<file path="config.mk">
export PLATFORM = sky130hd
export DESIGN_NAME = rs3n_scale_flat
export DESIGN_NICKNAME = d
export VERILOG_FILES = /design/src/rs3n_pkg.sv /design/src/rs3n_pix_if.sv /design/src/rs3n_scale.sv /design/src/flat_wrapper.sv
export SDC_FILE = /design/constraint.sdc
export NUM_CORES = 2
export LEC_CHECK = 0
export BUFFER_PORTS_ARGS = -buffer_cell sky130_fd_sc_hd__buf_2
export CORE_AREA = 2 2 341 343
export CTS_CLUSTER_SIZE = 16
export DETAILED_ROUTE_END_ITERATION = 12
export DIE_AREA = 0 0 343 345
export GPL_TIMING_DRIVEN = 0
export PLACE_DENSITY = 0.7
export RECOVER_POWER = 25
export SLEW_MARGIN = 20
export SYNTH_ARGS = -nofsm -noshare
export SYNTH_HDL_FRONTEND = slang
export SYNTH_SLANG_ARGS = --single-unit
</file>
<file path="constraint.sdc">
create_clock -name i_clk -period 17.45 [get_ports i_clk]
set_input_delay 1.745 -clock i_clk [delete_from_list [all_inputs] [get_ports i_clk]]
set_output_delay 1.745 -clock i_clk [all_outputs]
set_load 0.02 [all_outputs]
</file>
<file path="src/rs3n_pkg.sv">
`timescale 1ns / 1ps
// ----------------------------------------------------------------------------
// rs3n_pkg
// Types, widths and helpers for the 3-D nearest-neighbor resampling
// index generator.
// ----------------------------------------------------------------------------
package rs3n_pkg;

    localparam int unsigned MAX_DIM   = 4096;
    localparam int unsigned FRAC_W    = 16;                   // ratio fraction bits
    localparam int unsigned COORD_W   = $clog2(MAX_DIM);      // 12
    localparam int unsigned DIM_W     = $clog2(MAX_DIM) + 1;  // 13
    localparam int unsigned RATIO_W   = 24;
    localparam int unsigned IDX_W     = 36;
    localparam int unsigned PROD_W    = COORD_W + RATIO_W;    // scaled coordinate
    localparam int unsigned SCL_W     = PROD_W - FRAC_W;      // floored coordinate
    localparam int unsigned AREA_W    = 2 * COORD_W + 1;      // dim_x * dim_y
    localparam int unsigned CFG_IDX_W = 3;

    typedef enum logic [CFG_IDX_W-1:0] {
        CFG_RATIO_X   = 3'd0,
        CFG_RATIO_Y   = 3'd1,
        CFG_RATIO_Z   = 3'd2,
        CFG_SRC_DIM_X = 3'd3,
        CFG_SRC_DIM_Y = 3'd4,
        CFG_SRC_DIM_Z = 3'd5,
        CFG_DST_DIM_X = 3'd6,
        CFG_DST_DIM_Y = 3'd7
    } t_cfg_idx;

    // Working configuration, dimensions already limited to 1..MAX_DIM
    typedef struct packed {
        logic [RATIO_W-1:0] ratio_x;
        logic [RATIO_W-1:0] ratio_y;
        logic [RATIO_W-1:0] ratio_z;
        logic [DIM_W-1:0]   src_x;
        logic [DIM_W-1:0]   src_y;
        logic [DIM_W-1:0]   src_z;
        logic [DIM_W-1:0]   dst_x;
        logic [DIM_W-1:0]   dst_y;
    } t_cfg;

    // Payload between the scale and index sections
    typedef struct packed {
        logic [COORD_W-1:0] col;
        logic [COORD_W-1:0] row;
        logic [COORD_W-1:0] plane;
        logic               hit;
        logic [AREA_W-1:0]  src_area;   // src_y * src_x
        logic [IDX_W-1:0]   dst_plane;  // dst_z * dim_x * dim_y
        logic [AREA_W-1:0]  dst_row;    // dst_y * dim_x + dst_x
    } t_mid;

    function automatic logic [DIM_W-1:0] eff_dim(input logic [DIM_W-1:0] d);
        logic [DIM_W-1:0] r;
        if (d == '0) begin
            r = DIM_W'(1);
        end else if (d > DIM_W'(MAX_DIM)) begin
            r = DIM_W'(MAX_DIM);
        end else begin
            r = d;
        end
        return r;
    endfunction

endpackage

</file>
<file path="src/rs3n_pix_if.sv">
`timescale 1ns / 1ps
// ----------------------------------------------------------------------------
// rs3n_pix_if
// Destination voxel coordinate channel.
// ----------------------------------------------------------------------------
interface rs3n_pix_if;
    logic                            valid;
    logic                            ready;
    logic [rs3n_pkg::COORD_W-1:0]    dst_x;
    logic [rs3n_pkg::COORD_W-1:0]    dst_y;
    logic [rs3n_pkg::COORD_W-1:0]    dst_z;

    modport source (output valid, output dst_x, output dst_y, output dst_z, input ready);
    modport sink   (input valid, input dst_x, input dst_y, input dst_z, output ready);
endinterface

</file>
<file path="src/rs3n_scale.sv">
`timescale 1ns / 1ps
// ----------------------------------------------------------------------------
// rs3n_scale
// Stages 1-2: coordinate times ratio, floor, clamp to source size; the
// destination row/plane products start here too.
// ----------------------------------------------------------------------------
module rs3n_scale (
    input  logic                 i_clk,
    input  logic                 i_rst_n,
    input  rs3n_pkg::t_cfg       i_cfg,
    rs3n_pix_if.sink             i_pix,
    output logic                 o_mid_valid,
    input  logic                 i_mid_ready,
    output rs3n_pkg::t_mid       o_mid
);

    localparam int unsigned CW = rs3n_pkg::COORD_W;
    localparam int unsigned PW = rs3n_pkg::PROD_W;
    localparam int unsigned SW = rs3n_pkg::SCL_W;
    localparam int unsigned AW = rs3n_pkg::AREA_W;
    localparam int unsigned DW = rs3n_pkg::DIM_W;
    localparam int unsigned IW = rs3n_pkg::IDX_W;
    localparam int unsigned FW = rs3n_pkg::FRAC_W;

    // stage 1
    logic          r_s1_v;
    logic [PW-1:0] r_s1_px, r_s1_py, r_s1_pz;
    logic [AW-1:0] r_s1_dyx, r_s1_dzx;
    logic [CW-1:0] r_s1_x;
    // stage 2
    logic          r_s2_v;
    rs3n_pkg::t_mid r_s2_mid;

    logic adv1, adv2;
    logic [PW-1:0] n_px, n_py, n_pz;
    logic [AW-1:0] n_dyx, n_dzx;
    rs3n_pkg::t_mid n_mid;
    logic hit_x, hit_y, hit_z;
    logic [SW-1:0] sx, sy, sz;

    assign adv2        = !r_s2_v || i_mid_ready;
    assign adv1        = !r_s1_v || adv2;
    assign i_pix.ready = adv1;
    assign o_mid_valid = r_s2_v;
    assign o_mid       = r_s2_mid;

    always_comb begin
        n_px  = PW'(i_pix.dst_x) * PW'(i_cfg.ratio_x);
        n_py  = PW'(i_pix.dst_y) * PW'(i_cfg.ratio_y);
        n_pz  = PW'(i_pix.dst_z) * PW'(i_cfg.ratio_z);
        n_dyx = AW'(i_pix.dst_y) * AW'(i_cfg.dst_x);
        n_dzx = AW'(i_pix.dst_z) * AW'(i_cfg.dst_x);
    end

    // floor by dropping the fraction, then clamp to dim-1
    always_comb begin
        sx    = r_s1_px[PW-1:FW];
        sy    = r_s1_py[PW-1:FW];
        sz    = r_s1_pz[PW-1:FW];
        hit_x = sx >= SW'(i_cfg.src_x);
        hit_y = sy >= SW'(i_cfg.src_y);
        hit_z = sz >= SW'(i_cfg.src_z);
        n_mid.col       = hit_x ? CW'(i_cfg.src_x - DW'(1)) : sx[CW-1:0];
        n_mid.row       = hit_y ? CW'(i_cfg.src_y - DW'(1)) : sy[CW-1:0];
        n_mid.plane     = hit_z ? CW'(i_cfg.src_z - DW'(1)) : sz[CW-1:0];
        n_mid.hit       = hit_x || hit_y || hit_z;
        n_mid.src_area  = AW'(i_cfg.src_y) * AW'(i_cfg.src_x);
        n_mid.dst_plane = IW'(r_s1_dzx) * IW'(i_cfg.dst_y);
        n_mid.dst_row   = r_s1_dyx + AW'(r_s1_x);
    end

    always_ff @(posedge i_clk) begin
        if (!i_rst_n) begin
            r_s1_v <= 1'b0;
            r_s2_v <= 1'b0;
        end else begin
            if (adv1) begin
                r_s1_v <= i_pix.valid;
            end
            if (adv2) begin
                r_s2_v <= r_s1_v;
            end
        end
    end

    always_ff @(posedge i_clk) begin
        if (adv1) begin
            r_s1_px  <= n_px;
            r_s1_py  <= n_py;
            r_s1_pz  <= n_pz;
            r_s1_dyx <= n_dyx;
            r_s1_dzx <= n_dzx;
            r_s1_x   <= i_pix.dst_x;
        end
        if (adv2) begin
            r_s2_mid <= n_mid;
        end
    end

    a_col_in_range: assert property (@(posedge i_clk) disable iff (!i_rst_n)
        r_s2_v |-> (DW'(r_s2_mid.col) < i_cfg.src_x))
        else $error("clamped column beyond source width");
    a_row_in_range: assert property (@(posedge i_clk) disable iff (!i_rst_n)
        r_s2_v |-> (DW'(r_s2_mid.row) < i_cfg.src_y))
        else $error("clamped row beyond source height");
    a_plane_in_range: assert property (@(posedge i_clk) disable iff (!i_rst_n)
        r_s2_v |-> (DW'(r_s2_mid.plane) < i_cfg.src_z))
        else $error("clamped plane beyond source depth");

endmodule

</file>
<file path="src/flat_wrapper.sv">
// flat-port wrapper written by rule: the top's interface ports become plain ports
module rs3n_scale_flat 
  (i_clk, i_rst_n, i_cfg, o_mid_valid, i_mid_ready, o_mid, i_pix_valid, i_pix_dst_x, i_pix_dst_y, i_pix_dst_z, i_pix_ready);
  rs3n_pix_if i_pix_i ();
  input  logic i_clk;
  input  logic i_rst_n;
  input  rs3n_pkg::t_cfg i_cfg;
  output logic o_mid_valid;
  input  logic i_mid_ready;
  output rs3n_pkg::t_mid o_mid;
  input wire logic [$bits(i_pix_i.valid)-1:0] i_pix_valid;
  input wire logic [$bits(i_pix_i.dst_x)-1:0] i_pix_dst_x;
  input wire logic [$bits(i_pix_i.dst_y)-1:0] i_pix_dst_y;
  input wire logic [$bits(i_pix_i.dst_z)-1:0] i_pix_dst_z;
  output wire logic [$bits(i_pix_i.ready)-1:0] i_pix_ready;
  assign i_pix_i.valid = i_pix_valid;
  assign i_pix_i.dst_x = i_pix_dst_x;
  assign i_pix_i.dst_y = i_pix_dst_y;
  assign i_pix_i.dst_z = i_pix_dst_z;
  assign i_pix_ready = i_pix_i.ready;
  rs3n_scale u_core (.i_clk(i_clk), .i_rst_n(i_rst_n), .i_cfg(i_cfg), .i_pix(i_pix_i), .o_mid_valid(o_mid_valid), .i_mid_ready(i_mid_ready), .o_mid(o_mid));
endmodule
</file>
Yosys cells after proc, flatten, opt, wreduce, memory -nomap -nowiden
Cells that the tools add are included.
- bits in registers: 295
- input port bits: 177
- word-level logic and storage cells: 38
- add/sub/neg operators: 4
- multiply operators: 7
- magnitude comparators: 3
- muxes and demuxes: 3
- reduce and logical (&&, ||, !) cells: 6
- operators with widths (operator ; count):
    $mul 12x24->36 ; 3
    $ge 20x13->1 ; 3
    $mul 12x13->25 ; 2
    $mul 25x13->36 ; 1
    $mux 12 ; 3
    $sub 12x1->12 const B ; 3
    $add 25x12->25 ; 1
    $mul 13x13->25 ; 1
    $logic_or 1x1->1 ; 4
    $logic_not 1->1 ; 2

Logic depth before layout (Yosys ltp)
- depth after elaboration: 3
- depth in mapped cells: 23
- depth with buffers taken out: 21

Worst setup path before layout
OpenSTA, ideal clock, no wires.
- path kind: input -> register
- start: input i_pix_dst_z[3]
- end: register u_core.r_s1_pz[28] (data pin)
- data arrival time: 7.074 ns
- path slack: 10.118 ns
- stages on the path: 21
- buffers on the path: 2
- cell sequence: clkbuf_1 clkbuf_1 nand2_1 fa_1 fa_1 inv_1 fa_1 fa_1 inv_1 fa_1 inv_1 ha_1 a21o_1 a21o_1 a2111oi_2 o21ai_1 o2bb2ai_2 a41o_1 o41a_1 a21oi_1 xnor2_1
- longest elaborated chain between the ends: 1
- ends and longest elaborated chain (what ; RTL line ; source):
    start, declared ; flat_wrapper.sv:14 ; input wire logic [$bits(i_pix_i.dst_z)-1:0] i_pix_dst_z;
    $mul 12x24->36 ; rs3n_scale.sv:50 ; n_pz = PW'(i_pix.dst_z) * PW'(i_cfg.ratio_z);
    named net u_core.n_pz[28] ; rs3n_scale.sv:35 ; logic [PW-1:0] n_px, n_py, n_pz;
    end signal, assigned ; rs3n_scale.sv:90 ; r_s1_pz <= n_pz;
    end, declared ; rs3n_scale.sv:27 ; logic [PW-1:0] r_s1_px, r_s1_py, r_s1_pz;
The timed path passes the listed nets, and every way through them passes these cells.
A chain may end at the register's enable or synchronous reset.

Final worst setup path
- start: input i_pix_dst_y[4]
- end: register u_core.r_s1_py[26] (data pin)
- longest elaborated chain between the ends: 1
- ends and longest elaborated chain (what ; RTL line ; source):
    start, declared ; flat_wrapper.sv:13 ; input wire logic [$bits(i_pix_i.dst_y)-1:0] i_pix_dst_y;
    $mul 12x24->36 ; rs3n_scale.sv:49 ; n_py = PW'(i_pix.dst_y) * PW'(i_cfg.ratio_y);
    named net u_core.n_py[26] ; rs3n_scale.sv:35 ;
    end signal, assigned ; rs3n_scale.sv:89 ; r_s1_py <= n_py;
    end, declared ; rs3n_scale.sv:27 ;
The timed path passes the listed nets, and every way through them passes these cells.

==> impl_metrics.tcl <==
set metrics [dict create \
    status "finished, violations left" \
    violations "capacitance limit, slew limit" \
    synth_edf_count 245 \
    overflow 0 \
    antenna_left 0 \
    yosys.area_share.simple 0.155 \
    grt_pass1_vias 47500 \
    layout_commonest_cell "inv_1" \
    finalInstanceArea_mm2 0.0646 \
    ys_seq_area_frac 0.123 \
    ys_seq_elements 247 \
    wl_um 163000 \
    io_pins 302 \
    antenna_found_initial 31 \
    routedWlPerCell_um 19.4 \
    area_growth_pct 7.13 \
    core-area_mm2 0.115 \
    start_kind "primary input" \
    clkSinkCount 247 \
    gp_congestion 0.963 \
    synth_fa_ha_area_frac 0.526 \
    path_class "in2reg" \
    num_vias 45600 \
    clock_latency_ps 640 \
    clk_path_buf_depth 3 \
    synth_ff_type "edfxtp_1" \
    dpl_cell_area_mm2 0.0636 \
    synthCells 6569 \
    cp_slowest_cell "clkbuf_1" \
    final_cell_mix "inv_1, fa_1, nand2_1" \
    crit_path_frequent_cell "fa_1" \
    avgSynthCellArea_um2 9.18 \
    drc_errors 0 \
    syn_nets 8528 \
    dp_hpwl_um 138000 \
    num_rows 125 \
    ctsHoldBuffers 0 \
    synth_top_family_by_area "adder cells" \
    arrival_ps 8560 \
    track_usage 0.282 \
    finalHoldViolations 0 \
    setup-tns-final_ps 0 \
    num-fill-cells 10400 \
    htree_levels 1 \
    fmax_ghz 0.122 \
    worstPathMaxFanout 10 \
    nets 8834 \
    grt_first_pass_wirelength_um 260000 \
    post_cts_buffers 0 \
    synth-xor-area-share 0.0286 \
    async_flop_share 0 \
    dr.pass1.iters 5 \
    cts_buffers 31 \
    path_cells "clkbuf_1 -> clkbuf_1 -> nand2_1 -> fa_1 -> fa_1 -> inv_1 -> fa_1 -> fa_1 -> fa_1 -> ha_1 -> and3_1 -> a221oi_1 -> o21a_2 -> o22ai_2 -> o211a_1 -> a311o_1 -> a21o_1 -> a21oi_2 -> xnor2_1" \
    die_area_mm2 0.118 \
    tritoncts "done" \
    required_ps 17800 \
    die_h_um 345 \
    muxShareOfSynthArea 0.00675 \
    setup_viol 0 \
    netlist_area_mm2 0.0603 \
    fin_crit_sh 0.471 \
    first_iter_violations 3305 \
    root_buffer "clkbuf_16" \
    layout-drive-gt1-share 0.0471 \
    end_kind "flop" \
    max_slew_margin -2.05 \
    slew_viol_final 253 \
    port_buffers 269 \
    vias_per_cell 5.40 \
    maxCapViolCount 5 \
    floorplan.initialDensity 0.524 \
    synth_compound_area_frac 0.0466 \
    cts_resized 0 \
    tightest_slew_ps 4580 \
    grt_max_degree 80 \
    max_stage_delay_ps 830 \
    worst_clock_skew_ps 25.8 \
    yosysWarningCount 0 \
    die_width_um 343 \
    clk_pin_slew_worst_paths_ps 60 \
    period_minus_slack_ps 8210 \
    netlist-cell-type-count 75 \
    hp-class "reg2reg" \
    rsz0062_at_grt "no" \
]
[state kept, by name, summed over array words and instances (netlist names)]
signal and count:
u_core.o_mid 123, u_core.o_mid_valid 1, u_core.r_s1_dyx 25, u_core.r_s1_dzx 25, u_core.r_s1_px 20, u_core.r_s1_py 20, u_core.r_s1_pz 20, u_core.r_s1_v 1
u_core.r_s1_x 12
[worst max-delay path, delay by kind of cell]
family                     cells  cell delay, ps
xor gates and xnor gates       1             320
AOI/OAI and AO/OA              7            1820
buffers and inverters          3            1420
adders and majority gates      6            2860
and+or+nand+nor                2             370
[kinds of logic after synthesis]
logic type,after synthesis
and+or+nand+nor,2031
buffers and inverters,1849
adders and majority gates,1782
AOI/OAI and AO/OA,426
DFF,247
xor gates and xnor gates,197
muxes,37
[layout make-up]
type / instances / area (um2) / area share
Sequential cell: 247 / 7400 / 0.115
Timing Repair Buffer: 273 / 1340 / 0.0208
Multi-Input combinational cell: 4473 / 45900 / 0.711
Clock inverter: 20 / 203 / 0.00314
Antenna cell: 13 / 32.5 / 0.000504
Inverter: 1545 / 5800 / 0.0898
Buffer: 304 / 1140 / 0.0177
Clock buffer: 37 / 808 / 0.0125
Tap cell: 1524 / 1910 / 0.0295
[layer usage]
metal,wire [um],vias up,part of all wire,track usage
met5,115,-,0.00070,0
met4,6450,18,0.039,0.104
met3,15700,349,0.096,0.0525
met2,76400,1984,0.47,0.452
met1,64700,23100,0.40,0.384
li1,-,20200,-,-
[cell usage after synthesis (16+ instances only)]
cell type  count  area [um2]
nor3_1        35         175
inv_1       1540        5780
o21a_1        19         143
a21oi_1      134         671
and2_1       505        3160
nor2_1       161         604
o21ai_0       38         190
nor2b_1       23         144
nand2_1     1177        4420
fa_1        1250       25000
ha_1         532        6660
and3_1        27         169
mux2_1        27         304
a21o_1        88         661
xor2_1        52         455
xnor2_1      145        1270
clkbuf_1     299        1120
o21ai_1       37         185
nand4_1       19         119
o21bai_1      16         120
nand3_1       28         140
edfxtp_1     245        7360
[final timing paths]
path | endpoint | depth (start not counted) | from | slack [ps]
worst max-delay path | u_core.r_s1_py[26] | 19 | i_pix_dst_y[4] | 9240
worst min-delay path | u_core.o_mid_valid | 1 | u_core.r_s1_v | 560
worst max register to register | u_core.o_mid[53] | 19 | u_core.r_s1_dzx[10] | 10810
worst min register to register | u_core.o_mid_valid | 1 | u_core.r_s1_v | 560
[through the flow]
step | hold WS [ps] | util | cells | setup slack, ps
after floorplan | 463 | - | 6569 | 10120
after global placement | 471 | 0.552 | 8362 | 8750
after detailed placement | 542 | 0.553 | 8366 | 8760
after CTS | 556 | 0.562 | 8423 | 9410
after global routing | 578 | 0.561 | 8436 | 9140
final | 556 | 0.561 | 8436 | 9240
Power is left out: the tool's default activity adds up to more than one toggle a clock period on the data nets, which glitch-free logic cannot reach.
