[config.mk]
export PLATFORM = sky130hd
export DESIGN_NAME = rs3n_index_flat
export DESIGN_NICKNAME = d
export VERILOG_FILES = /design/src/rs3n_pkg.sv /design/src/rs3n_res_if.sv /design/src/rs3n_index.sv /design/src/flat_wrapper.sv
export SDC_FILE = /design/constraint.sdc
export NUM_CORES = 1
export LEC_CHECK = 0
export CORE_MARGIN = 1
export CORE_UTILIZATION = 45
export CTS_CLUSTER_SIZE = 16
export DETAILED_ROUTE_END_ITERATION = 16
export DONT_BUFFER_PORTS = 1
export PLACE_DENSITY = 0.59
export SYNTH_ARGS = -nofsm -noshare
export SYNTH_HDL_FRONTEND = slang
export SYNTH_SLANG_ARGS = --single-unit
[constraint.sdc]
create_clock -name i_clk -period 5.4 [get_ports i_clk]
set_clock_uncertainty 0.2 [all_clocks]
set_input_delay 0 -clock i_clk [delete_from_list [all_inputs] [get_ports i_clk]]
set_output_delay 0 -clock i_clk [all_outputs]
set_load 0.05 [all_outputs]
[src/rs3n_pkg.sv]
`timescale 1ns / 1ps
// ----------------------------------------------------------------------------
// rs3n_pkg
// Types, widths and helpers for the 3-D nearest-neighbor resampling
// index generator.
// ----------------------------------------------------------------------------
package rs3n_pkg;

    localparam int unsigned MAX_DIM   = 4096;
    localparam int unsigned FRAC_W    = 16;                   // ratio fraction bits
    localparam int unsigned COORD_W   = $clog2(MAX_DIM);      // 12
    localparam int unsigned DIM_W     = $clog2(MAX_DIM) + 1;  // 13
    localparam int unsigned RATIO_W   = 24;
    localparam int unsigned IDX_W     = 36;
    localparam int unsigned PROD_W    = COORD_W + RATIO_W;    // scaled coordinate
    localparam int unsigned SCL_W     = PROD_W - FRAC_W;      // floored coordinate
    localparam int unsigned AREA_W    = 2 * COORD_W + 1;      // dim_x * dim_y
    localparam int unsigned CFG_IDX_W = 3;

    typedef enum logic [CFG_IDX_W-1:0] {
        CFG_RATIO_X   = 3'd0,
        CFG_RATIO_Y   = 3'd1,
        CFG_RATIO_Z   = 3'd2,
        CFG_SRC_DIM_X = 3'd3,
        CFG_SRC_DIM_Y = 3'd4,
        CFG_SRC_DIM_Z = 3'd5,
        CFG_DST_DIM_X = 3'd6,
        CFG_DST_DIM_Y = 3'd7
    } t_cfg_idx;

    // Working configuration, dimensions already limited to 1..MAX_DIM
    typedef struct packed {
        logic [RATIO_W-1:0] ratio_x;
        logic [RATIO_W-1:0] ratio_y;
        logic [RATIO_W-1:0] ratio_z;
        logic [DIM_W-1:0]   src_x;
        logic [DIM_W-1:0]   src_y;
        logic [DIM_W-1:0]   src_z;
        logic [DIM_W-1:0]   dst_x;
        logic [DIM_W-1:0]   dst_y;
    } t_cfg;

    // Payload between the scale and index sections
    typedef struct packed {
        logic [COORD_W-1:0] col;
        logic [COORD_W-1:0] row;
        logic [COORD_W-1:0] plane;
        logic               hit;
        logic [AREA_W-1:0]  src_area;   // src_y * src_x
        logic [IDX_W-1:0]   dst_plane;  // dst_z * dim_x * dim_y
        logic [AREA_W-1:0]  dst_row;    // dst_y * dim_x + dst_x
    } t_mid;

    function automatic logic [DIM_W-1:0] eff_dim(input logic [DIM_W-1:0] d);
        logic [DIM_W-1:0] r;
        if (d == '0) begin
            r = DIM_W'(1);
        end else if (d > DIM_W'(MAX_DIM)) begin
            r = DIM_W'(MAX_DIM);
        end else begin
            r = d;
        end
        return r;
    endfunction

endpackage

[src/rs3n_res_if.sv]
`timescale 1ns / 1ps
// ----------------------------------------------------------------------------
// rs3n_res_if
// Source / destination index result channel.
// ----------------------------------------------------------------------------
interface rs3n_res_if;
    logic                          valid;
    logic                          ready;
    logic [rs3n_pkg::IDX_W-1:0]    source_index;
    logic [rs3n_pkg::IDX_W-1:0]    dest_index;
    logic                          out_of_range;

    modport source (output valid, output source_index, output dest_index,
                    output out_of_range, input ready);
    modport sink   (input valid, input source_index, input dest_index,
                    input out_of_range, output ready);
endinterface

[src/rs3n_index.sv]
`timescale 1ns / 1ps
// ----------------------------------------------------------------------------
// rs3n_index
// Stages 3-4: linearize source and destination coordinates; stage 4 is the
// output register.
// ----------------------------------------------------------------------------
module rs3n_index (
    input  logic                 i_clk,
    input  logic                 i_rst_n,
    input  rs3n_pkg::t_cfg       i_cfg,
    input  logic                 i_mid_valid,
    output logic                 o_mid_ready,
    input  rs3n_pkg::t_mid       i_mid,
    rs3n_res_if.source           o_res
);

    localparam int unsigned AW = rs3n_pkg::AREA_W;
    localparam int unsigned IW = rs3n_pkg::IDX_W;

    logic          r_s3_v, r_s4_v;
    logic [IW-1:0] r_s3_src_pl, r_s3_dst;
    logic [AW-1:0] r_s3_src_rc;
    logic          r_s3_hit;
    logic [IW-1:0] r_s4_src, r_s4_dst;
    logic          r_s4_hit;

    logic          adv3, adv4;
    logic [IW-1:0] n_src_pl, n_dst, n_src;
    logic [AW-1:0] n_src_rc;

    assign adv4        = !r_s4_v || o_res.ready;
    assign adv3        = !r_s3_v || adv4;
    assign o_mid_ready = adv3;

    assign o_res.valid        = r_s4_v;
    assign o_res.source_index = r_s4_src;
    assign o_res.dest_index   = r_s4_dst;
    assign o_res.out_of_range = r_s4_hit;

    always_comb begin
        n_src_pl = IW'(i_mid.plane) * IW'(i_mid.src_area);
        n_src_rc = AW'(i_mid.row) * AW'(i_cfg.src_x) + AW'(i_mid.col);
        n_dst    = i_mid.dst_plane + IW'(i_mid.dst_row);
        n_src    = r_s3_src_pl + IW'(r_s3_src_rc);
    end

    always_ff @(posedge i_clk) begin
        if (!i_rst_n) begin
            r_s3_v <= 1'b0;
            r_s4_v <= 1'b0;
        end else begin
            if (adv3) begin
                r_s3_v <= i_mid_valid;
            end
            if (adv4) begin
                r_s4_v <= r_s3_v;
            end
        end
    end

    always_ff @(posedge i_clk) begin
        if (adv3) begin
            r_s3_src_pl <= n_src_pl;
            r_s3_src_rc <= n_src_rc;
            r_s3_dst    <= n_dst;
            r_s3_hit    <= i_mid.hit;
        end
        if (adv4) begin
            r_s4_src <= n_src;
            r_s4_dst <= r_s3_dst;
            r_s4_hit <= r_s3_hit;
        end
    end

    // a held stage-3 item must still be there next cycle
    a_stage3_hold: assert property (@(posedge i_clk) disable iff (!i_rst_n)
        (r_s3_v && !adv4) |=> (r_s3_v && $stable(r_s3_dst)))
        else $error("stage 3 item lost during stall");

endmodule

[src/flat_wrapper.sv]
// flat-port wrapper written by rule: the top's interface ports become plain ports
module rs3n_index_flat 
  (i_clk, i_rst_n, i_cfg, i_mid_valid, o_mid_ready, i_mid, o_res_valid, o_res_source_index, o_res_dest_index, o_res_out_of_range, o_res_ready);
  rs3n_res_if o_res_i ();
  input  logic i_clk;
  input  logic i_rst_n;
  input  rs3n_pkg::t_cfg i_cfg;
  input  logic i_mid_valid;
  output logic o_mid_ready;
  input  rs3n_pkg::t_mid i_mid;
  output wire logic [$bits(o_res_i.valid)-1:0] o_res_valid;
  output wire logic [$bits(o_res_i.source_index)-1:0] o_res_source_index;
  output wire logic [$bits(o_res_i.dest_index)-1:0] o_res_dest_index;
  output wire logic [$bits(o_res_i.out_of_range)-1:0] o_res_out_of_range;
  input wire logic [$bits(o_res_i.ready)-1:0] o_res_ready;
  assign o_res_valid = o_res_i.valid;
  assign o_res_source_index = o_res_i.source_index;
  assign o_res_dest_index = o_res_i.dest_index;
  assign o_res_out_of_range = o_res_i.out_of_range;
  assign o_res_i.ready = o_res_ready;
  rs3n_index u_core (.i_clk(i_clk), .i_rst_n(i_rst_n), .i_cfg(i_cfg), .i_mid_valid(i_mid_valid), .o_mid_ready(o_mid_ready), .i_mid(i_mid), .o_res(o_res_i));
endmodule
* Yosys cells after proc, flatten, opt, wreduce, memory -nomap -nowiden
Index checks and enable logic that the tools add are counted.
W data, S select, Z words.
** Word-level totals
- Flip-flop bits (word level) :: 173
- Input bits :: 264
- Logic and storage cells :: 18
** Cells by class
- Add/subtract/negate cells :: 3
- Multiply operators :: 2
- Reductions and logical operators :: 4
** Operators by type and width (count)
- $add A36 B25 Y36 :: 2
- $mul A12 B25 Y36 :: 1
- $add A25 B12 Y25 :: 1
- $mul A12 B13 Y25 :: 1
- $logic_not A1 Y1 :: 2
- $logic_or A1 B1 Y1 :: 2

* Logic depth before layout (Yosys ltp)
Gate-level depths: netlist of the first run.
- Depth after elaboration :: 3
- Mapped depth :: 23

* Worst setup path before layout of the first run
OpenSTA, ideal clock, no wires.
- Kind :: input to register
- Start point :: input i_mid[92] in the netlist's numbering
- End point :: register u_core.r_s3_src_pl[32] (data pin)
- Required time :: 4.940 ns
- Stages on the path :: 20
- Arrival :: 4.989 ns
- Path slack :: -0.048 ns
- Buffers on the path :: 2
- Setup time :: 0.260 ns
- Path through :: clkbuf_1 -> clkbuf_1 -> nand2_1 -> fa_1 -> inv_1 -> fa_1 -> inv_1 -> fa_1 -> fa_1 -> fa_1 -> inv_1 -> ha_1 -> a21o_1 -> a21oi_1 -> o32ai_1 -> nor4b_2 -> a31oi_1 -> a32o_1 -> a221oi_2 -> xnor2_1
** On the way
- Cells in the longest elaborated chain, start to end :: 1
** RTL lines
- from (decl) :: line flat_wrapper.sv:10 : input rs3n_pkg::t_mid i_mid;
- $mul A12 B25 Y36 :: line rs3n_index.sv:41 : n_src_pl = IW'(i_mid.plane) * IW'(i_mid.src_area);
- via u_core.n_src_pl[32] :: line rs3n_index.sv:28 : logic [IW-1:0] n_src_pl, n_dst, n_src;
- to (signal assigned) :: line rs3n_index.sv:63 : r_s3_src_pl <= n_src_pl;
- to (decl) :: line rs3n_index.sv:21 : logic [IW-1:0] r_s3_src_pl, r_s3_dst;
The timed path passes the listed nets, and every way through them passes these cells.
A chain may end at the register's enable or synchronous reset.

* Worst setup path in the final report of the first run
- Start point :: input i_mid[66] in the netlist's numbering
- End point :: register u_core.r_s3_src_pl[32] (data pin)
The elaborated chain is that of the path after synthesis.

==> impl_metrics.env, run 1 <==
export IMPL_outcome="complete, no violations"
export IMPL_cts_setup_buffers=0
export IMPL_dieArea_um2=51200
export IMPL_yosys_area_top_type_share=0.312
export IMPL_synth_seq_area_share=0.229
export IMPL_synthTopCellsByCount="460 x inv_1, 353 x nand2_1, 352 x fa_1"
export IMPL_pwr_share_clk=0.082
export IMPL_crit_top_cell="fa_1"
export IMPL_synthFlopType="edfxtp_1"
export IMPL_slowest_delay_ns=0.55
export IMPL_fp_coreArea_um2=49300
export IMPL_ctsHoldBuffers=113
export IMPL_grt_max_degree=56
export IMPL_netlist_cell_type_count=56
export IMPL_synth_edf_count=171
export IMPL_path_cells="and2_1 -> fa_1 -> inv_1 -> fa_1 -> inv_1 -> fa_1 -> fa_1 -> inv_1 -> fa_1 -> inv_1 -> ha_1 -> a21o_1 -> a21oi_1 -> o32ai_1 -> nor4b_2 -> a31oi_1 -> a32o_1 -> a221oi_2 -> xnor2_1"
export IMPL_cts_tree="yes"
export IMPL_antenna_cells=0
export IMPL_preCtsSetupSlack_ns=0.0147
export IMPL_crit_buf_inv=4
export IMPL_cap_violations=0
export IMPL_clk_pin_slew_worst_paths_ns=0.07
export IMPL_start_kind="primary input"
export IMPL_setup_viol=0
export IMPL_top_layer="met4"
export IMPL_hold_viol=0
export IMPL_slew_headroom=0.478
export IMPL_fmax_ghz=0.202
export IMPL_die_h_um=226
export IMPL_tightestPinTransition_ns=0.783
export IMPL_die_x_um=226
export IMPL_setup_worst_path_start="i_mid[66]"
export IMPL_critical_path_slowest_cell="fa_1"
export IMPL_synth_ff_latch_count=173
export IMPL_start_util=0.459
export IMPL_critPathTopFamily="adder cells"
export IMPL_slew_viol_final=0
export IMPL_num_vias=15900
export IMPL_route_detailed_drc=0
export IMPL_portBuffers=0
export IMPL_clk_path_buf_depth=2
export IMPL_cp_arrival_ns=4.94
export IMPL_fin_nets=3183
export IMPL_peakVddDrop_v=0.000411
export IMPL_yosysWarnings=0
export IMPL_r2r_start="u_core.r_s3_src_pl[0]"
export IMPL_antenna_found_initial=0
export IMPL_nFillCells=4557
export IMPL_area_growth_pct=10.5
export IMPL_routed_wl_met3_um=3380
export IMPL_yosysTopAreaCell="fa_1"
export IMPL_p_per_area_nw_per_um2=647
export IMPL_globalRouteOverflowTotal=0
export IMPL_drive_gt1_frac=0.0226
export IMPL_cts_resized=0
export IMPL_setup_slack_ns=0.447
export IMPL_setup_tns_final_ns=0
export IMPL_rows=81
export IMPL_first_pass_iters=7
export IMPL_ys_top_cells_by_area="fa_1 31%, edfxtp_1 23%, ha_1 11%"
export IMPL_ioPinCount=339
export IMPL_first_iter_violations=865
export IMPL_rsz0062_at_grt="no"
export IMPL_synth_async_reset_ratio=0
export IMPL_viasPerCell=5.20
export IMPL_wl_met2_um=25500
export IMPL_leakage_nw=12.0
export IMPL_drtAntennaViolNets=0
export IMPL_setup_worst_path_class="primary input to flop"
export IMPL_cts_sinks=173
export IMPL_syn_inst=2317
export IMPL_syn_num_nets=3126
export IMPL_root_buffer="clkbuf_16"
export IMPL_cp_end_kind="flop"
export IMPL_p_seq_frac=0.219
export IMPL_yosysMostFrequentCell="inv_1"
export IMPL_fin_crit_sh=0.917
export IMPL_drt_wirelength_per_cell_um=17.5
export IMPL_hold_class="primary input to flop"
export IMPL_switchingPower_mw=7.85
export IMPL_grt_total_usage=0.219
export IMPL_place_congestion=0.876
export IMPL_h_tree_depth=4
export IMPL_wl_met1_um=23800
export IMPL_grt_pass1_wl_um=88400
export IMPL_wl_um=53400
export IMPL_critPathRequiredTime_ns=5.38
export IMPL_syn_area_um2=22600
export IMPL_clk_latency_ns=0.43
export IMPL_power_frac_comb=0.699
export IMPL_place_hpwl_um=41500
export IMPL_swShare=0.485
export IMPL_cts_inserted_buffers=17
export IMPL_internal_power_mw=8.33
export IMPL_grt_pass1_vias=17000
export IMPL_min_from="i_mid[15]"
export IMPL_fin_crit_ns=4.95
export IMPL_syn_avg_cell_area_um2=9.76
export IMPL_crit_fanout=12
==> state kept, by name, indices dropped and copies added, names as in the netlist <==
name	cells
u_core.r_s3_src_rc	25
u_core.r_s3_hit	1
u_core.o_res.out_of_range	1
u_core.o_res.source_index	36
u_core.r_s3_dst	36
u_core.r_s3_v	1
u_core.o_res.dest_index	36
u_core.r_s3_src_pl	36
u_core.o_res.valid	1
==> final cells by class <==
cell class / instances / area (um2) / area share
Inverter: 460 / 1730 / 0.0691
Tap cell: 664 / 831 / 0.0332
Clock inverter: 15 / 224 / 0.00896
Timing Repair Buffer: 121 / 1190 / 0.0477
Sequential cell: 173 / 5170 / 0.207
Clock buffer: 17 / 425 / 0.0170
Multi-Input combinational cell: 1601 / 15400 / 0.617
==> final timing paths <==
check / to / slack, ns / depth (start not counted)
max: u_core.r_s3_src_pl[32] / 0.45 / 19
min reg2reg: u_core.o_res.dest_index[27] / 0.22 / 0
min: u_core.r_s3_dst[16] / 0.04 / 4
max reg2reg: u_core.o_res.source_index[24] / 1.93 / 12
==> layout by cell type (no fill, tap or decap), drive strengths merged, types with 3 or more instances in the layout <==
cell type and instances:
and3 17, a31oi 9, ha 193, o21a 16, a21oi 91, o22a 3
xor2 32, a221o 4, and2 159, clkbuf 17, nand2b 8, xnor2 81
a21boi 3, bufinv 3, nand4 8, a211oi 8, nand2 353, a21o 56
nor2b 13, edfxtp 171, clkinv 4, nor3 11, nand3 23, o21bai 21
o21ai 44, a221oi 5, inv 467, o31a 5, o211ai 4, dlygate4sd3 113
buf 8, fa 352, o31ai 3, nor2 54
==> metrics by stage <==
step | instances | utilization | area [um2] | hold slack, ns | total power [mW]
finish | 3051 | 0.507 | 25000 | 0.0434 | 16.2
global route | 3051 | 0.507 | 25000 | 0.0502 | 17.9
CTS | 3051 | 0.507 | 25000 | 0.0147 | 16.3
detailed placement | 2906 | 0.471 | 23200 | -0.101 | 14.7
global placement | 2906 | 0.471 | 23200 | -0.101 | 14.6
floorplan | 2317 | - | 22600 | -0.101 | 12.0
==> worst min-delay path, stage by stage <==
cell	delay, ns
ha_1	0.21
a21o_1	0.12
o21bai_1	0.12
xor2_1	0.06
==> power groups by stage <==
stage               Clock (mW)  Combinational (mW)  Sequential [mW]
floorplan                    0                8.58             3.45
global route              1.41                12.9             3.60
CTS                       1.36                11.3             3.56
global placement             0                11.0             3.58
finish                    1.33                11.3             3.55
detailed placement           0                11.1             3.59
==> cell families (layout without fill, tap and decap cells) <==
group,count (synthesis),after routing,share of synthesized area
mux,1,1,0.000443
compound gates,287,287,0.0837
fa+ha+maj,545,545,0.418
xor+xnor,113,113,0.0438
buf+inv,543,613,0.0901
flops,173,173,0.229
simple gates,655,655,0.135
==> layer usage <==
| layer | up-vias | global-route usage |
|---|---|---|
| met4 | 0 | 0.0418 |
| met1 | 7956 | 0.299 |
| met2 | 483 | 0.369 |
| met3 | 56 | 0.0340 |
| met5 | - | 0 |
| li1 | 7371 | - |
(Power assumes the default switching activity.)
==> inputs of run 2 (changes only) <==
- PLACE_DENSITY: 0.59 -> 0.68
==> impl_metrics.env, run 2 (synthesis results as in run 1) <==
export IMPL_root_buffer="clkbuf_16"
export IMPL_crit_fanout=12
export IMPL_drt_wirelength_per_cell_um=17.6
export IMPL_wl_um=53900
export IMPL_clk_path_buf_depth=2
export IMPL_setup_viol=0
export IMPL_setup_tns_final_ns=0
export IMPL_met2_usage=0.371
export IMPL_rsz0062_at_grt="no"
export IMPL_fin_crit_sh=0.917
export IMPL_power_total_mw=16.2
export IMPL_fin_area_um2=25000
export IMPL_tightestPinTransition_ns=0.947
export IMPL_setup_worst_path_class="primary input to flop"
export IMPL_drive_gt1_frac=0.0226
export IMPL_die_h_um=226
export IMPL_slowest_delay_ns=0.53
export IMPL_rows=81
export IMPL_reg2reg_depth=12
export IMPL_final_common_cell="inv_1"
export IMPL_top_usage_layer="met2"
export IMPL_place_hpwl_um=41500
export IMPL_fin_nets=3186
export IMPL_antenna_found_initial=0
export IMPL_place_congestion=0.848
export IMPL_outcome="complete, no violations"
export IMPL_p_per_area_nw_per_um2=647
export IMPL_r2r_start="u_core.r_s3_src_pl[0]"
export IMPL_globalRouteOverflowTotal=0
export IMPL_fp_coreArea_um2=49300
export IMPL_path_cells="and2_1 -> fa_1 -> inv_1 -> fa_1 -> inv_1 -> fa_1 -> fa_1 -> inv_1 -> fa_1 -> inv_1 -> ha_1 -> nand2_1 -> nor2_1 -> a21oi_1 -> a21oi_1 -> nor4b_2 -> a31oi_1 -> a32o_1 -> a221oi_2 -> xnor2_1"
export IMPL_hold_viol=0
export IMPL_r2r_setup_slack_ns=2.00
export IMPL_cp_num_cells=20
export IMPL_cp_arrival_ns=4.93
export IMPL_dieArea_um2=51200
export IMPL_fmax_ghz=0.202
export IMPL_ioPinCount=339
export IMPL_gr_usage_met1=0.291
export IMPL_grt_total_usage=0.219
export IMPL_drtAntennaViolNets=0
export IMPL_grt_max_degree=55
export IMPL_num_vias=16100
export IMPL_first_iter_violations=1061
export IMPL_critPathTopFamily="adder cells"
export IMPL_utilization=0.508
export IMPL_start_kind="primary input"
export IMPL_placed_cell_area_um2=23200
export IMPL_area_growth_pct=10.6
export IMPL_cts_sinks=173
export IMPL_slew_headroom=0.368
export IMPL_start_util=0.459
export IMPL_hold_depth=4
export IMPL_first_pass_iters=5
export IMPL_clk_pin_slew_worst_paths_ns=0.08
export IMPL_die_x_um=226
export IMPL_use_met3=0.0355
export IMPL_grt_pass1_wl_um=88300
export IMPL_critical_path_slowest_cell="fa_1"
export IMPL_leakage_nw=12.0
export IMPL_cap_violations=0
export IMPL_hold_class="primary input to flop"
export IMPL_r2r_end="u_core.o_res.source_index[24]"
export IMPL_portBuffers=0
export IMPL_cts_inserted_buffers=17
export IMPL_cp_end_kind="flop"
export IMPL_grt_pass1_vias=17100
export IMPL_holdPathEnd="u_core.r_s3_src_rc[2]"
export IMPL_min_from="i_cfg[52]"
export IMPL_antenna_cells=0
export IMPL_clk_latency_ns=0.43
export IMPL_crit_top_cell="fa_1"
export IMPL_crit_buf_inv=4
export IMPL_peakVddDrop_v=0.000469
export IMPL_slew_viol_final=0
export IMPL_h_tree_depth=4
export IMPL_route_detailed_drc=0
export IMPL_cts_tree="yes"
export IMPL_viasPerCell=5.28
export IMPL_layout_common_cells="459 x inv_1, 352 x nand2_1, 352 x fa_1"
export IMPL_fin_crit_ns=4.95
export IMPL_critPathRequiredTime_ns=5.38
[run 2: cell count changes in the layout (fill, tap and decap cells not counted), sizes merged]
cell         delta
clkinv          +6
clkinvlp        -1
bufinv          -2
inv             -3
dlygate4sd3     +3
[run 2: what timing repair did]
action	4_1_cts	5_1_grt
hold buffers	116	0
resized for setup	0	0
buffers inserted	0	0
endpoints found under the hold margin	48	0
[run 2: worst max-delay path by stage]
| stage | to | start | slack, ns |
|---|---|---|---|
| after floorplan | u_core.r_s3_src_pl[32] | i_mid[92] | 0.04 |
| after global placement | u_core.r_s3_src_pl[32] | i_mid[66] | 0.07 |
| after detailed placement | u_core.r_s3_src_pl[32] | i_mid[66] | 0.02 |
| after CTS | u_core.r_s3_src_pl[32] | i_mid[66] | 0.48 |
| after global routing | u_core.r_s3_src_pl[32] | i_mid[68] | 0.20 |
| final | u_core.r_s3_src_pl[32] | i_mid[66] | 0.45 |
[run 2: power by group]
group,switching (mW),leakage (nW),internal (mW),total (mW)
clock,0.603,0.308,0.677,1.28
combinational,6.37,9.90,4.96,11.3
sequential,0.932,1.82,2.64,3.57
total,7.91,12.0,8.27,16.2
[run 2: routing by layer]
| layer | vias up | wire length [um] |
|---|---|---|
| met5 | - | 0 |
| li1 | 7385 | - |
| met3 | 74 | 3910 |
| met4 | 0 | 990 |
| met2 | 578 | 26100 |
| met1 | 8097 | 22900 |
[run 2: final cells by class]
type	instances	area, um2
fillers	4462	24200
multi-input cells	1601	15400
flip-flops and latches	173	5170
inverters	460	1730
repair buffers	124	1220
well taps	664	831
clock buffers	17	425
clock inverters	15	218
[run 2: tightest hold or removal path, cell delays in order]
cell and delay, ns:
and2_1 0.13, ha_1 0.15, ha_1 0.14, ha_1 0.13
[run 2: through the flow]
stage | worst slack, ns | hold slack, ns | cells
final | 0.447 | 0.0290 | 3054
after global routing | 0.203 | 0.0189 | 3054
after CTS | 0.484 | 0.00546 | 3054
after detailed placement | 0.0199 | -0.101 | 2906
after global placement | 0.0750 | -0.101 | 2906
after floorplan | 0.0434 | -0.101 | 2317
